`config.mk`:
```
export PLATFORM = sky130hd
export DESIGN_NAME = svd_ram
export DESIGN_NICKNAME = d
export VERILOG_FILES = /design/src/rtl/svd_ram.sv
export SDC_FILE = /design/constraint.sdc
export NUM_CORES = 1
export LEC_CHECK = 0
export ABC_AREA = 1
export BUFFER_PORTS_ARGS = -buffer_cell sky130_fd_sc_hd__buf_2
export CAP_MARGIN = 20
export CORE_UTILIZATION = 25
export CTS_BUF_LIST = sky130_fd_sc_hd__clkbuf_2
export DETAILED_ROUTE_END_ITERATION = 7
export PLACE_DENSITY = 0.46
export RECOVER_POWER = 50
export SYNTH_ARGS = -nofsm -noshare
export SYNTH_HDL_FRONTEND = slang
export SYNTH_SLANG_ARGS = --single-unit
export TNS_END_PERCENT = 1
```
`constraint.sdc`:
```
create_clock -name clk -period 3.3 [get_ports clk]
set_clock_uncertainty 0.1 [all_clocks]
set_input_delay 0.495 -clock clk [delete_from_list [all_inputs] [get_ports clk]]
set_output_delay 0.495 -clock clk [all_outputs]
set_load 0.05 [all_outputs]
```
`src/rtl/svd_ram.sv`:
```
// generic synchronous ram, one write port, NRD registered read ports
// no dependencies
module svd_ram #(
	parameter int WIDTH = 8,
	parameter int DEPTH = 16,
	parameter int NRD   = 1
) (
	input  logic                               clk,
	input  logic                               we,
	input  logic [$clog2(DEPTH)-1:0]           waddr,
	input  logic [WIDTH-1:0]                   wdata,
	input  logic [NRD-1:0][$clog2(DEPTH)-1:0]  raddr,
	output logic [NRD-1:0][WIDTH-1:0]          rdata
);
	logic [WIDTH-1:0] mem [DEPTH];

	always_ff @(posedge clk) begin
		if (we) begin
			mem[waddr] <= wdata;
		end
		for (int i = 0; i < NRD; i++) begin
			rdata[i] <= mem[raddr[i]];
		end
	end
endmodule

```
==> impl_metrics.tcl <==
set metrics [dict create \
    ys_ff_latch 136 \
    max_freq_mhz 511 \
    fin_crit_sh_pct 59.4 \
    drtPass1Iterations 5 \
    place_hpwl_microns 8700 \
    slew_headroom_pct 33.5 \
    syn_area_per_cell_sq_um 10.5 \
    fin_nets 593 \
    worstSkewPairLatency_ps 690 \
    synth_warnings 0 \
    wl_per_cell_microns 16.0 \
    antenna_found_initial 1 \
    synth_area_sq_um 5770 \
    cpPeakStageDelay_ps 410 \
    hold_viol_final 0 \
    syn-num-nets 569 \
    routed_wl_microns 14000 \
    core_region_area_sq_um 22600 \
    crit_slowest_cell "dfxtp_1" \
    hold_depth 4 \
    ys_types 12 \
    holdWs_ps 217 \
    final_util_pct 27.9 \
    tritoncts "yes" \
    grt_pass1_vias 3683 \
    path_depth 1 \
    rsz0062_at_grt "false" \
    min_path_type "primary input to flip-flop" \
    yosysSeqAreaShare_pct 69.4 \
    final_common_cell "nand2_1" \
    worstMarginPinSlew_ps 998 \
    grt_usage_pct 12.7 \
    drc 0 \
    cts.clk_slew.worst_paths_ps 190 \
    crit_chain "buf_2" \
    io_pins 26 \
    port-buffer-count 25 \
    areaGrowthSynthToFinish_pct 9.57 \
    gp_congestion 0.763 \
    cts.path.max_buffers 2 \
    cts.sinks 136 \
    start_kind "flip-flop" \
    die-area_sq_um 23700 \
    clockRootBuffer "clkbuf_2" \
    die-width_microns 154 \
    htree_levels 4 \
    cts_buffers 17 \
    outcome "finished clean" \
    critPathKind "flip-flop to output port" \
    setup_tns_ps 0 \
    critPathRequiredTime_ps 2700 \
    via_per_inst 4.24 \
    max-vdd-ir-drop_mv 0.150 \
    cap_viol_max_count 0 \
    cp-end-kind "output port" \
    antenna_left 0 \
    p_per_area_nw_per_um2 496 \
    post-place-ws_ps 990 \
    drive_above_1_share_pct 7.65 \
    vias 3704 \
    crit_family "flip-flops" \
    grt_max_degree 65 \
    setup-violations-final 0 \
    grt_pass1_wl_microns 22000 \
    arrival_ps 1360 \
    period_minus_slack_ps 1960 \
    num_rows 55 \
    cellLeakagePower_nw 2.65 \
    drv_slew 0 \
    grt-ovfl-total 0 \
    cts_setup_buffers 0 \
    initial_core_util_pct 25.5 \
    cp.buffers_inverters 1 \
    setup_ws_ps 1340 \
    worstPathMaxFanout 1 \
    fillers 2352 \
    detail_route.iter0.violations 293 \
    netlist_instances 551 \
    die_h_microns 154 \
    final_cell_mix "173 x nand2_1, 128 x edfxtp_1, 100 x inv_1" \
    r2r_cells 6 \
]
==> layer usage <==
layer	track usage, %	wire length, microns	vias up
met1	17.4	6910	1768
met2	18.9	6210	100
li1	-	-	1820
met5	0	0	-
met4	4.95	280	0
met3	3.49	586	16
==> cells by family after synthesis <==
| kind of cell | after synthesis | share of synthesized area (%) |
|---|---|---|
| buf+inv | 126 | 9.52 |
| flops | 136 | 69.4 |
| simple gates | 289 | 21.0 |
==> flip-flops by register name, summed over array words and instances, names as in the netlist <==
register	cells
rdata	8
mem	128
==> where the power goes <==
group / leakage (nW) / total, mW / switching (mW) / internal [mW]
clock: 0.135 / 0.922 / 0.573 / 0.349
sequential: 1.22 / 1.94 / 0.0126 / 1.93
combinational: 1.29 / 0.270 / 0.208 / 0.0621
==> synthesized netlist by cell type <==
library cell  number  share of area [%]
buf_2             13                1.1
nand3_1           97                8.4
nand2_1          173                 11
nand3b_1           2               0.26
buf_6              6                1.2
inv_2              2               0.13
dfxtp_1            8                2.8
buf_1              1              0.065
inv_1            100                6.5
nor2_1            17                1.1
buf_4              4               0.52
edfxtp_1         128                 67
==> through the flow <==
| stage | total power, mW | cells | instance area (sq um) |
|---|---|---|---|
| detailed placement | 2.25 | 839 | 6100 |
| CTS | 3.17 | 872 | 6310 |
| floorplan | 2.15 | 551 | 5770 |
| global route | 3.27 | 874 | 6320 |
| global placement | 2.25 | 839 | 6100 |
| finish | 3.13 | 874 | 6320 |
==> area by class of cell <==
cell class                      count  area [sq um]  share of cell area (%)
Inverter                          102           383                    6.06
Antenna cell                        1          2.50                  0.0396
Tap cell                          285           357                    5.64
Clock buffer                       23           115                    1.82
Multi-Input combinational cell    289          1210                    19.2
Timing Repair Buffer               29           158                    2.50
Clock inverter                      9          86.3                    1.37
Sequential cell                   136          4000                    63.4
==> final timing paths <==
check	start	endpoint	slack (ps)
hold reg to reg	mem[14][7]	rdata[7]	560
setup / recovery	rdata[3]	rdata[3]	1340
hold / removal	raddr[2]	rdata[7]	220
setup reg to reg	mem[3][6]	rdata[6]	2080
==> timing repair <==
action / in CTS / in global routing
gates resized for setup: 0 / 0
endpoints found under the hold margin: 1 / 0
hold buffers: 1 / 0
No activity file was read; power rests on OpenSTA's default activity.
